===== config.mk =====
export PLATFORM = sky130hd
export DESIGN_NAME = priority_task_scheduler_unit
export DESIGN_NICKNAME = d
export VERILOG_FILES = /design/src/pts_pkg.sv /design/src/priority_task_scheduler_unit.sv
export SDC_FILE = /design/constraint.sdc
export NUM_CORES = 2
export LEC_CHECK = 0
export BUFFER_PORTS_ARGS = -buffer_cell sky130_fd_sc_hd__buf_2
export CAP_MARGIN = 25
export CORE_UTILIZATION = 40
export CTS_CLUSTER_DIAMETER = 100
export DETAILED_ROUTE_END_ITERATION = 8
export HOLD_SLACK_MARGIN = 0.08
export PLACE_DENSITY = 0.58
export SETUP_SLACK_MARGIN = 0.5
export SKIP_LAST_GASP = 1
export SLEW_MARGIN = 10
export SYNTH_ARGS = -nofsm -noshare
export SYNTH_HDL_FRONTEND = slang
export SYNTH_SLANG_ARGS = --single-unit

===== constraint.sdc =====
create_clock -name clk -period 5.3 [get_ports clk]
set_input_delay 0.265 -clock clk [delete_from_list [all_inputs] [get_ports clk]]
set_output_delay 0.265 -clock clk [all_outputs]
set_load 0.02 [all_outputs]

===== src/pts_pkg.sv =====
// Package for the priority task scheduler: request/response words, slot record,
// sequencer states, operation and status codes, priority clamp. No dependencies.
package pts_pkg;

  localparam int MaxTasks   = 64;
  localparam int NumLevels  = 40;
  localparam int IdW        = 6;
  localparam int LvlW       = 6;
  localparam int CntW       = 7;

  localparam logic [2:0] OpCreate    = 3'd0;
  localparam logic [2:0] OpSchedule  = 3'd1;
  localparam logic [2:0] OpTerminate = 3'd2;
  localparam logic [2:0] OpSetPrio   = 3'd3;
  localparam logic [2:0] OpGetPrio   = 3'd4;

  localparam logic [1:0] StOk      = 2'd0;
  localparam logic [1:0] StNoSlot  = 2'd1;
  localparam logic [1:0] StBadId   = 2'd2;
  localparam logic [1:0] StNoReady = 2'd3;

  localparam logic [IdW-1:0]  LastSlot  = IdW'(MaxTasks - 1);
  localparam logic [LvlW-1:0] LastLevel = LvlW'(NumLevels - 1);

  typedef struct packed {
    logic [2:0]        mode;
    logic [5:0]        task_id;
    logic signed [7:0] priority_value;
  } req_t;

  typedef struct packed {
    logic [1:0]        status;
    logic [5:0]        result_id;
    logic signed [7:0] priority_read;
    logic [6:0]        active_count;
    logic [31:0]       switch_count;
  } rsp_t;

  typedef struct packed {
    logic [7:0]      prio;
    logic [LvlW-1:0] lvl;
    logic [IdW-1:0]  nxt;
  } slot_t;

  typedef enum logic [3:0] {
    S_IDLE, S_C_SCAN, S_C_PUSH, S_Q_SCAN, S_Q_RD, S_Q_POP,
    S_T_RD, S_T_LVL, S_T_HEAD, S_T_WALK, S_T_FREE,
    S_P_RD, S_P_DO, S_OUT
  } state_t;

  // Clamp a signed priority to a queue level
  function automatic logic [LvlW-1:0] clamp_level(logic signed [7:0] p);
    logic [LvlW-1:0] r;
    if (p < 0) r = '0;
    else if (p > 8'(signed'(NumLevels - 1))) r = LastLevel;
    else r = LvlW'(p);
    return r;
  endfunction

endpackage


===== src/priority_task_scheduler_unit.sv =====
// Priority task scheduler top level: slot record memory, level head memory
// and the sequencer that walks them. Depends on pts_pkg.
//
//  channel | signals                 | direction | word
//  request | req_valid/req_ready/req | in        | pts_pkg::req_t
//  result  | rsp_valid/rsp_ready/rsp | out       | pts_pkg::rsp_t
//
// One request at a time. Create scans slot flags, one slot a cycle. Schedule
// scans level heads through the head memory read port, one level a cycle.
// Terminate follows a level list, one link a cycle through the slot memory
// read port. Reset clears all flags at once; no clearing pass. A stalled
// result holds in the output register; the next request is taken once the
// sequencer is idle.
module priority_task_scheduler_unit (
  input  logic            clk,
  input  logic            rst,
  input  logic            req_valid,
  output logic            req_ready,
  input  pts_pkg::req_t   req,
  output logic            rsp_valid,
  input  logic            rsp_ready,
  output pts_pkg::rsp_t   rsp
);

  localparam int IdW  = pts_pkg::IdW;
  localparam int LvlW = pts_pkg::LvlW;

  pts_pkg::state_t state, state_next;
  pts_pkg::req_t   cur, cur_next;
  logic [IdW-1:0]  cnt, cnt_next;
  logic            pend, pend_next;
  logic [IdW-1:0]  tid, tid_next;
  logic [LvlW-1:0] lvl, lvl_next;
  logic [IdW-1:0]  tnext, tnext_next;
  logic [IdW-1:0]  prev, prev_next;
  logic [1:0]      res_status, res_status_next;
  logic [IdW-1:0]  res_rid, res_rid_next;
  logic [7:0]      res_pread, res_pread_next;
  logic [pts_pkg::CntW-1:0] used_cnt, used_cnt_next;
  logic [31:0]     switches, switches_next;
  logic [pts_pkg::MaxTasks-1:0] used, used_next;
  logic [pts_pkg::MaxTasks-1:0] queued, queued_next;
  logic [pts_pkg::NumLevels-1:0] head_vld;

  // slot record memory
  pts_pkg::slot_t  slot_mem [pts_pkg::MaxTasks];
  pts_pkg::slot_t  sm_rdata, sm_wdata;
  logic [IdW-1:0]  sm_raddr, sm_waddr;
  logic            sm_we;

  // level head memory
  logic [IdW-1:0]  head_mem [pts_pkg::NumLevels];
  logic [IdW-1:0]  hm_rdata, hm_wdata;
  logic [LvlW-1:0] hm_raddr, hm_waddr, hm_ra_q;
  logic            hm_we;
  logic [IdW-1:0]  hd;

  logic            take;
  logic            id_ok;

  assign req_ready = (state == pts_pkg::S_IDLE);
  assign take      = req_valid && req_ready;
  assign id_ok     = (req.task_id != '0) && used[req.task_id];
  assign hd        = head_vld[hm_ra_q] ? hm_rdata : '0;

  // memories: one write and one registered read a cycle each
  always_ff @(posedge clk) begin
    if (sm_we) slot_mem[sm_waddr] <= sm_wdata;
    sm_rdata <= slot_mem[sm_raddr];
    if (hm_we) head_mem[hm_waddr] <= hm_wdata;
    hm_rdata <= head_mem[hm_raddr];
    hm_ra_q  <= hm_raddr;
  end

  // state and control registers
  always_ff @(posedge clk) begin
    if (rst) begin
      state     <= pts_pkg::S_IDLE;
      used      <= '0;
      queued    <= '0;
      head_vld  <= '0;
      used_cnt  <= '0;
      switches  <= '0;
      rsp_valid <= 1'b0;
    end else begin
      state    <= state_next;
      used     <= used_next;
      queued   <= queued_next;
      used_cnt <= used_cnt_next;
      switches <= switches_next;
      if (hm_we) head_vld[hm_waddr] <= 1'b1;
      if (state == pts_pkg::S_OUT && (!rsp_valid || rsp_ready)) begin
        rsp_valid <= 1'b1;
      end else if (rsp_ready) begin
        rsp_valid <= 1'b0;
      end
    end
  end

  // payload registers
  always_ff @(posedge clk) begin
    cur        <= cur_next;
    cnt        <= cnt_next;
    pend       <= pend_next;
    tid        <= tid_next;
    lvl        <= lvl_next;
    tnext      <= tnext_next;
    prev       <= prev_next;
    res_status <= res_status_next;
    res_rid    <= res_rid_next;
    res_pread  <= res_pread_next;
    if (state == pts_pkg::S_OUT && (!rsp_valid || rsp_ready)) begin
      rsp.status        <= res_status;
      rsp.result_id     <= res_rid;
      rsp.priority_read <= res_pread;
      rsp.active_count  <= used_cnt;
      rsp.switch_count  <= switches;
    end
  end

  // sequencer: next state, memory accesses and result
  always_comb begin
    state_next      = state;
    cur_next        = cur;
    cnt_next        = cnt;
    pend_next       = pend;
    tid_next        = tid;
    lvl_next        = lvl;
    tnext_next      = tnext;
    prev_next       = prev;
    res_status_next = res_status;
    res_rid_next    = res_rid;
    res_pread_next  = res_pread;
    used_cnt_next   = used_cnt;
    switches_next   = switches;
    used_next       = used;
    queued_next     = queued;
    sm_raddr        = tid;
    sm_we           = 1'b0;
    sm_waddr        = tid;
    sm_wdata        = sm_rdata;
    hm_raddr        = lvl;
    hm_we           = 1'b0;
    hm_waddr        = lvl;
    hm_wdata        = '0;

    case (state)
      pts_pkg::S_IDLE: begin
        if (take) begin
          cur_next        = req;
          tid_next        = req.task_id;
          res_status_next = pts_pkg::StOk;
          res_rid_next    = '0;
          res_pread_next  = '0;
          pend_next       = 1'b0;
          case (req.mode)
            pts_pkg::OpCreate: begin
              cnt_next   = IdW'(1);
              state_next = pts_pkg::S_C_SCAN;
            end
            pts_pkg::OpSchedule: begin
              cnt_next   = '0;
              state_next = pts_pkg::S_Q_SCAN;
            end
            pts_pkg::OpTerminate: begin
              if (!id_ok) begin
                res_status_next = pts_pkg::StBadId;
                state_next      = pts_pkg::S_OUT;
              end else if (queued[req.task_id]) begin
                state_next = pts_pkg::S_T_RD;
              end else begin
                state_next = pts_pkg::S_T_FREE;
              end
            end
            pts_pkg::OpSetPrio, pts_pkg::OpGetPrio: begin
              if (!id_ok) begin
                res_status_next = pts_pkg::StBadId;
                state_next      = pts_pkg::S_OUT;
              end else begin
                state_next = pts_pkg::S_P_RD;
              end
            end
            default: begin
              res_status_next = pts_pkg::StBadId;
              state_next      = pts_pkg::S_OUT;
            end
          endcase
        end
      end

      // find the lowest free slot above slot 0
      pts_pkg::S_C_SCAN: begin
        if (!used[cnt]) begin
          tid_next   = cnt;
          lvl_next   = pts_pkg::clamp_level(cur.priority_value);
          hm_raddr   = pts_pkg::clamp_level(cur.priority_value);
          state_next = pts_pkg::S_C_PUSH;
        end else if (cnt == pts_pkg::LastSlot) begin
          res_status_next = pts_pkg::StNoSlot;
          state_next      = pts_pkg::S_OUT;
        end else begin
          cnt_next = cnt + IdW'(1);
        end
      end

      // push the new slot on its level
      pts_pkg::S_C_PUSH: begin
        sm_we            = 1'b1;
        sm_waddr         = tid;
        sm_wdata.prio    = cur.priority_value;
        sm_wdata.lvl     = lvl;
        sm_wdata.nxt     = hd;
        hm_we            = 1'b1;
        hm_waddr         = lvl;
        hm_wdata         = tid;
        used_next[tid]   = 1'b1;
        queued_next[tid] = 1'b1;
        used_cnt_next    = used_cnt + pts_pkg::CntW'(1);
        res_rid_next     = tid;
        state_next       = pts_pkg::S_OUT;
      end

      // pipelined head scan: issue one level, check the one before
      pts_pkg::S_Q_SCAN: begin
        hm_raddr  = cnt;
        pend_next = 1'b1;
        if (cnt != pts_pkg::LastLevel) cnt_next = cnt + LvlW'(1);
        if (pend) begin
          if (hd != '0) begin
            tid_next   = hd;
            lvl_next   = hm_ra_q;
            state_next = pts_pkg::S_Q_RD;
          end else if (hm_ra_q == pts_pkg::LastLevel) begin
            res_status_next = pts_pkg::StNoReady;
            state_next      = pts_pkg::S_OUT;
          end
        end
      end

      pts_pkg::S_Q_RD: begin
        sm_raddr   = tid;
        state_next = pts_pkg::S_Q_POP;
      end

      // pop the head and count a switch
      pts_pkg::S_Q_POP: begin
        hm_we            = 1'b1;
        hm_waddr         = lvl;
        hm_wdata         = sm_rdata.nxt;
        queued_next[tid] = 1'b0;
        switches_next    = switches + 32'd1;
        res_rid_next     = tid;
        state_next       = pts_pkg::S_OUT;
      end

      pts_pkg::S_T_RD: begin
        sm_raddr   = tid;
        state_next = pts_pkg::S_T_LVL;
      end

      pts_pkg::S_T_LVL: begin
        lvl_next   = sm_rdata.lvl;
        tnext_next = sm_rdata.nxt;
        hm_raddr   = sm_rdata.lvl;
        state_next = pts_pkg::S_T_HEAD;
      end

      pts_pkg::S_T_HEAD: begin
        if (hd == tid) begin
          hm_we      = 1'b1;
          hm_waddr   = lvl;
          hm_wdata   = tnext;
          state_next = pts_pkg::S_T_FREE;
        end else if (hd == '0) begin
          state_next = pts_pkg::S_T_FREE;
        end else begin
          prev_next  = hd;
          sm_raddr   = hd;
          state_next = pts_pkg::S_T_WALK;
        end
      end

      // follow the list until the link to the target or the end of the list
      pts_pkg::S_T_WALK: begin
        if (sm_rdata.nxt == tid) begin
          sm_we        = 1'b1;
          sm_waddr     = prev;
          sm_wdata     = sm_rdata;
          sm_wdata.nxt = tnext;
          state_next   = pts_pkg::S_T_FREE;
        end else if (sm_rdata.nxt == '0) begin
          state_next = pts_pkg::S_T_FREE;
        end else begin
          prev_next = sm_rdata.nxt;
          sm_raddr  = sm_rdata.nxt;
        end
      end

      pts_pkg::S_T_FREE: begin
        used_next[tid]   = 1'b0;
        queued_next[tid] = 1'b0;
        used_cnt_next    = used_cnt - pts_pkg::CntW'(1);
        state_next       = pts_pkg::S_OUT;
      end

      pts_pkg::S_P_RD: begin
        sm_raddr   = tid;
        state_next = pts_pkg::S_P_DO;
      end

      pts_pkg::S_P_DO: begin
        if (cur.mode == pts_pkg::OpSetPrio) begin
          sm_we         = 1'b1;
          sm_waddr      = tid;
          sm_wdata      = sm_rdata;
          sm_wdata.prio = cur.priority_value;
        end else begin
          res_pread_next = sm_rdata.prio;
        end
        state_next = pts_pkg::S_OUT;
      end

      // hand the result to the output register
      pts_pkg::S_OUT: begin
        if (!rsp_valid || rsp_ready) state_next = pts_pkg::S_IDLE;
      end

      default: state_next = pts_pkg::S_IDLE;
    endcase
  end

endmodule


# == Yosys cells after proc, flatten, opt, wreduce, memory -nomap -nowiden ==
# Memory sizes are Yosys's and may differ from the RTL's. A register that Yosys moved wholly into a read port is not among the register bits.
# Index checks and enable logic that the tools add are counted.
# totals
register_bits,331
ram_bits,1520
inputBits,21
out_inout_bits,57
wordCells,220
memories,2
# mem_list
memory,depth,width,rd,rd_ports_with_merged_regs,write_ports,line_no,text
slot_mem,64,20,1,1,1,priority_task_scheduler_unit.sv:46,pts_pkg::slot_t slot_mem [pts_pkg::MaxTasks];
head_mem,40,6,1,1,1,priority_task_scheduler_unit.sv:52,logic [IdW-1:0] head_mem [pts_pkg::NumLevels];
# classes
n_addsub,4
order_cmp,9
n_eq_ne,43
n_mux,94
bitwise,6
n_reduce_logical,38
# ops
operator,count
one-hot mux 64 bit (2 select lines),2
2-to-1 mux 6 bit,27
AND 64 bit,2
OR 64 bit,2
one-hot mux 6 bit (3 select lines),5
NOT 64 bit,1
one-hot mux 20 bit (3 select lines),1
one-hot mux 6 bit (2 select lines),4
2-to-1 mux 4 bit,11
one-hot mux 4 bit (11 select lines),1
OR 40 bit,1
< comparator 6 x 7 -> 1 bit (second input constant),5
adder 32 x 1 -> 32 bit (second input constant),1
inequality test 2 bit (second input constant),14
binary-select mux 1 bit (select 6 bit),4
equality test 4 bit (second input constant),6
2-to-1 mux 20 bit,1
2-to-1 mux 2 bit,9
equality test 4 x 3 -> 1 bit (second input constant),4
2-to-1 mux 1 bit,16
2-to-1 mux 8 bit,2
one-hot mux 4 bit (4 select lines),1
one-hot mux 8 bit (2 select lines),1
one-hot mux 7 bit (2 select lines),1
40 further kinds,72

# == Longest topological paths before layout ==
# depth
word_depth,8
ltp_mapped,18
depth_no_buf,13

# == Least setup slack after synthesis ==
# OpenSTA, ideal clock, no wires.
# synth_path
path_kind,flip-flop to flip-flop
startpoint,register hm_ra_q[0]
endpoint,memory slot_mem[0][2] in the netlist's numbering (data pin)
setup_time_ns,0.702
arrival_ns,4.378
required_time_ns,4.598
path_slack_ns,0.221
stages_incl_launch_ff,10
n_path_buf,3
period_less_slack_ns,5.079
path_cell_list,dfxtp_1 buf_6 buf_8 mux2i_1 mux4_2 a22oi_4 a31o_2 buf_4 nand2_1 o21ai_0
# synth_lines
item,line_no,text
"start, declared",priority_task_scheduler_unit.sv:54,"logic [LvlW-1:0] hm_raddr, hm_waddr, hm_ra_q;"
"start signal, assigned",priority_task_scheduler_unit.sv:72,hm_ra_q <= hm_raddr;
"end, declared",priority_task_scheduler_unit.sv:46,

# == Final worst setup path ==
# layout_path
startpoint,register hm_ra_q[0]
endpoint,register sm_rdata[11] (netlist name)
# layout_between
elab_chain_len,7
elab_cells_between_ends,8
cone_classes,1 x eq/ne; 6 x mux; 1 x reduce/logical
# layout_rtl
item,line_no,text
binary-select mux 1 bit (select 6 bit) *,priority_task_scheduler_unit.sv:64,assign hd = head_vld[hm_ra_q] ? hm_rdata : '0;
2-to-1 mux 1 bit (not written as such) *,priority_task_scheduler_unit.sv:64,
2-to-1 mux 6 bit *,priority_task_scheduler_unit.sv:64,
zero test 6 bit,priority_task_scheduler_unit.sv:274,end else if (hd == '0) begin
2-to-1 mux 6 bit,priority_task_scheduler_unit.sv:274,
2-to-1 mux 6 bit *,priority_task_scheduler_unit.sv:269,if (hd == tid) begin
one-hot mux 6 bit (2 select lines) *,priority_task_scheduler_unit.sv:147,case (state)
# Every way passes the cells marked *; elsewhere a longest branch is shown, timed or not. The select of a mux whose other input is x is not followed.
# A chain may end at the register's enable or synchronous reset.

==> metrics.yaml <==
floorplanning:
  io_pins: 78
  die_area_um2: 192000
  initial_utilization: 0.4040
  die-height_um: 438.2
  floorplan.rows: 159
  fp.coreArea_um2: 188400
  die-width_um: 438.2
synthesis:
  postSynthNetCount: 5425
  gate_count_post_synth: 5396
  synth-warning-count: 0
  number_of_enable_flip_flop_cells_after_synthesis: 1633
  synth_top_cell_area_share: 0.6443
  synth-main-ff-cell: "edfxtp_1"
  yosys_register_bits: 1877
  netlist_top_cells_area: "edfxtp_1, dfxtp_1, mux4_2"
  synth_area_per_cell_um2: 14.10
  synth.lib_cells_used.distinct: 87
  yosysSeqAreaShare: 0.7085
  synth-async-reset-ratio: 0
  netlist_area_um2: 76110
  yosys.area.top_type: "edfxtp_1"
critical_path:
  crit_buf_inv: 3
  critical_path_s_top_delay_family: "compound AO/OA/AOI/OAI gates"
  timing.setup.critical_path_class: "reg -> reg"
  critical_path_top_delay_cell: "o211ai_1"
  element_type_at_the_critical_path_start: "flop"
  cp_cell_sequence: "buf_6, mux2i_1, mux4_2, a22oi_4, a31oi_4, or2_4, a21oi_4, o211ai_2, a222oi_1, bufbuf_16, buf_12, o2111ai_1, o211ai_1, a32o_1"
  worstPathMaxFanout: 41
  critPathMaxStageDelay_ps: 730
  worst-endpoint-arrival_ps: 5600
  required_time_at_the_worst_slack_endpoint_ps: 6070
  setup.worst_path.end_class: "flop"
sta:
  worst_hold_slack_ps: 187.1
  timing.clock.skew_ps: 42.42
  finalSetupTns_ps: 0
  report.final.setup_viol: 0
  clock.fmax_ghz: 0.2069
  maxSlewHeadroom: 0.3121
  worst_pin_slew_ps: 1028
  finalMaxSlewViolations: 0
  setup_repair_after_global_routing_missed_its_margin: "false"
  layout_worst_path_cycle_share: 0.9121
  final_period_minus_worst_setup_slack_ps: 4834
  timing.final.hold_violations: 0
global_route:
  grt_start_max_net_pins: 121
  gr-total-overflow: 0
  tot_gr_track_use: 0.2279
  antenna_found_initial: 4
  number_of_global_route_vias_before_repair: 45350
  global_route_wire_length_before_repair_mm: 321.5
min_path:
  class_of_the_tightest_hold_or_removal_check: "in -> reg"
detailed_routing:
  routedWlPerCell_um: 27.31
  dr_drc_count: 0
  wl_met2_mm: 102.1
  vias_per_cell: 5.840
  wirelength_met1_mm: 93.25
  route.met3.wl_mm: 19.17
  drt_iter0_markers: 5638
  total_vias_in_the_final_route: 47880
  first_pass_iters: 8
  routed.top_layer: "met5"
  routed_wl_mm: 223.9
  detail-route-antenna-nets: 0
finish:
  nNetsFinal: 5576
  filler_cell_count: 16420
  synthToLayoutAreaGrowth_pct: 14.05
  layout-drive-gt1-share: 0.1530
  regArea_um2: 53920
  multiInputGateArea_um2: 20920
placement:
  routabilityCongestion: 0.9238
  hpwl_mm: 137.5
  io_buffers: 77
power_and_ir_drop:
  vdd_ir_drop_max_mv: 0.5748
  power_leakage_uw: 0.02872
  power_density_nw_per_um2: 641.0
  design_power_total_uw: 55630
run:
  number_of_max_cap_violations: 0
clocking:
  ctsHtreeMaxLevel: 4
  clock_sinks: 1877
  clkTransAtPathRegs_ps: 70
  cts_tree: "done"
  ctsLongestPathBuffers: 3
  clock_insertion_delay_worst_skew_ps: 830
  clock_tree.root_cell: "clkbuf_16"
  cts_made_buffers: 189
run_status:
  run_status: "completed"
-- layer usage --
metal / GRT usage / vias to the layer above
met5: 0 / -
met4: 0.08961 / 4
met3: 0.04010 / 420
met2: 0.3509 / 2305
met1: 0.3210 / 24280
li1: - / 20870
-- flip-flops by register name, summed over array words and instances (netlist names), named ones only --
register	flops
pend	1
rsp_valid	1
head_vld	40
res_pread	8
cnt	6
slot_mem	1280
prev	6
cur	11
switches	32
hm_rdata	6
hm_ra_q	6
tnext	6
sm_rdata	20
head_mem	240
tid	6
state	4
lvl	6
res_status	2
res_rid	6
used_cnt	7
rsp	55
-- cell usage after synthesis, types with 52 or more instances --
cell type,number
nand4_1,52
dfxtp_1,244
a21oi_1,199
clkbuf_1,217
mux2i_1,281
buf_2,81
mux4_2,144
nand3_1,240
a32oi_1,102
o21ai_0,133
o211ai_1,83
edfxtp_1,1633
nand2_1,785
nor2_1,538
a211oi_1,64
-- tightest hold or removal path: stages --
cell     delay (ps)
buf_2           360
a22oi_1         160
o21ai_0          80
-- cell type report --
cell class / instances / share of cell area
inverters: 25 / 0.001081
clock buffers: 239 / 0.05952
diodes: 3 / 0.00008649
multi-input cells: 3142 / 0.2411
flip-flops and latches: 1877 / 0.6213
clock inverters: 105 / 0.01192
well taps: 2495 / 0.03597
repair buffers: 312 / 0.02910
-- power breakdown --
| part | leakage, uW | switching, uW | internal (uW) |
|---|---|---|---|
| sequential | 0.0167 | 716 | 18700 |
| clock | 0.00304 | 5700 | 7680 |
| combinational | 0.00895 | 16300 | 6550 |
-- worst paths after layout --
path	from	end	cells past startpoint	slack, ps
setup / recovery	hm_ra_q[0]	sm_rdata[11]	14	470
hold / removal	req[10]	tid[2]	3	190
setup reg to reg	hm_ra_q[0]	sm_rdata[11]	14	470
hold reg to reg	res_pread[2]	rsp[41]	0	420
-- metrics by stage --
step | utilization | std cells | area [um2] | worst slack [ps]
global route | 0.4607 | 8198 | 86800 | 503.0
CTS | 0.4600 | 8188 | 86670 | 523.8
global placement | 0.4252 | 7818 | 80110 | 132.5
floorplan | - | 5396 | 76110 | 1320
detailed placement | 0.4256 | 7822 | 80190 | 125.3
finish | 0.4607 | 8198 | 86800 | 465.8
-- cell families (layout without fill, tap and decap cells) --
family          after synthesis  after routing  share of synthesized area
buf+inv                     378            681                    0.02200
compound gates              846            847                    0.07934
simple gates               1808           1808                     0.1024
fa+ha+maj                     8              8                   0.001414
other cells                   0              3                          0
flops                      1877           1877                     0.7085
mux                         435            435                    0.08125
xor+xnor                     44             44                   0.005064
-- cells in the final DEF, fill, tap and decap left out, types with 35 or more instances in the layout --
| master | count |
|---|---|
| mux2i_1 | 281 |
| a32oi_1 | 102 |
| buf_4 | 193 |
| o211ai_1 | 83 |
| dfxtp_1 | 243 |
| edfxtp_1 | 1633 |
| nor2_1 | 470 |
| clkbuf_16 | 196 |
| nand2_1 | 775 |
| a32o_1 | 38 |
| o21ai_0 | 128 |
| a21oi_1 | 199 |
| a211oi_1 | 63 |
| mux4_2 | 144 |
| nand3_1 | 240 |
| nand4_1 | 52 |
| nor2_2 | 67 |
| or3_1 | 35 |
| a22oi_1 | 37 |
| buf_2 | 76 |
-- repair_timing --
action                                 4_1_cts  5_1_grt
resized for setup                            8       12
pin swaps                                    3       10
hold buffers                                16        0
cloned                                       1        1
setup endpoints to repair                   20       20
setup buffers                                5        5
endpoints found under the hold margin       95        0
Note: power is estimated with default switching activity, not from simulation.
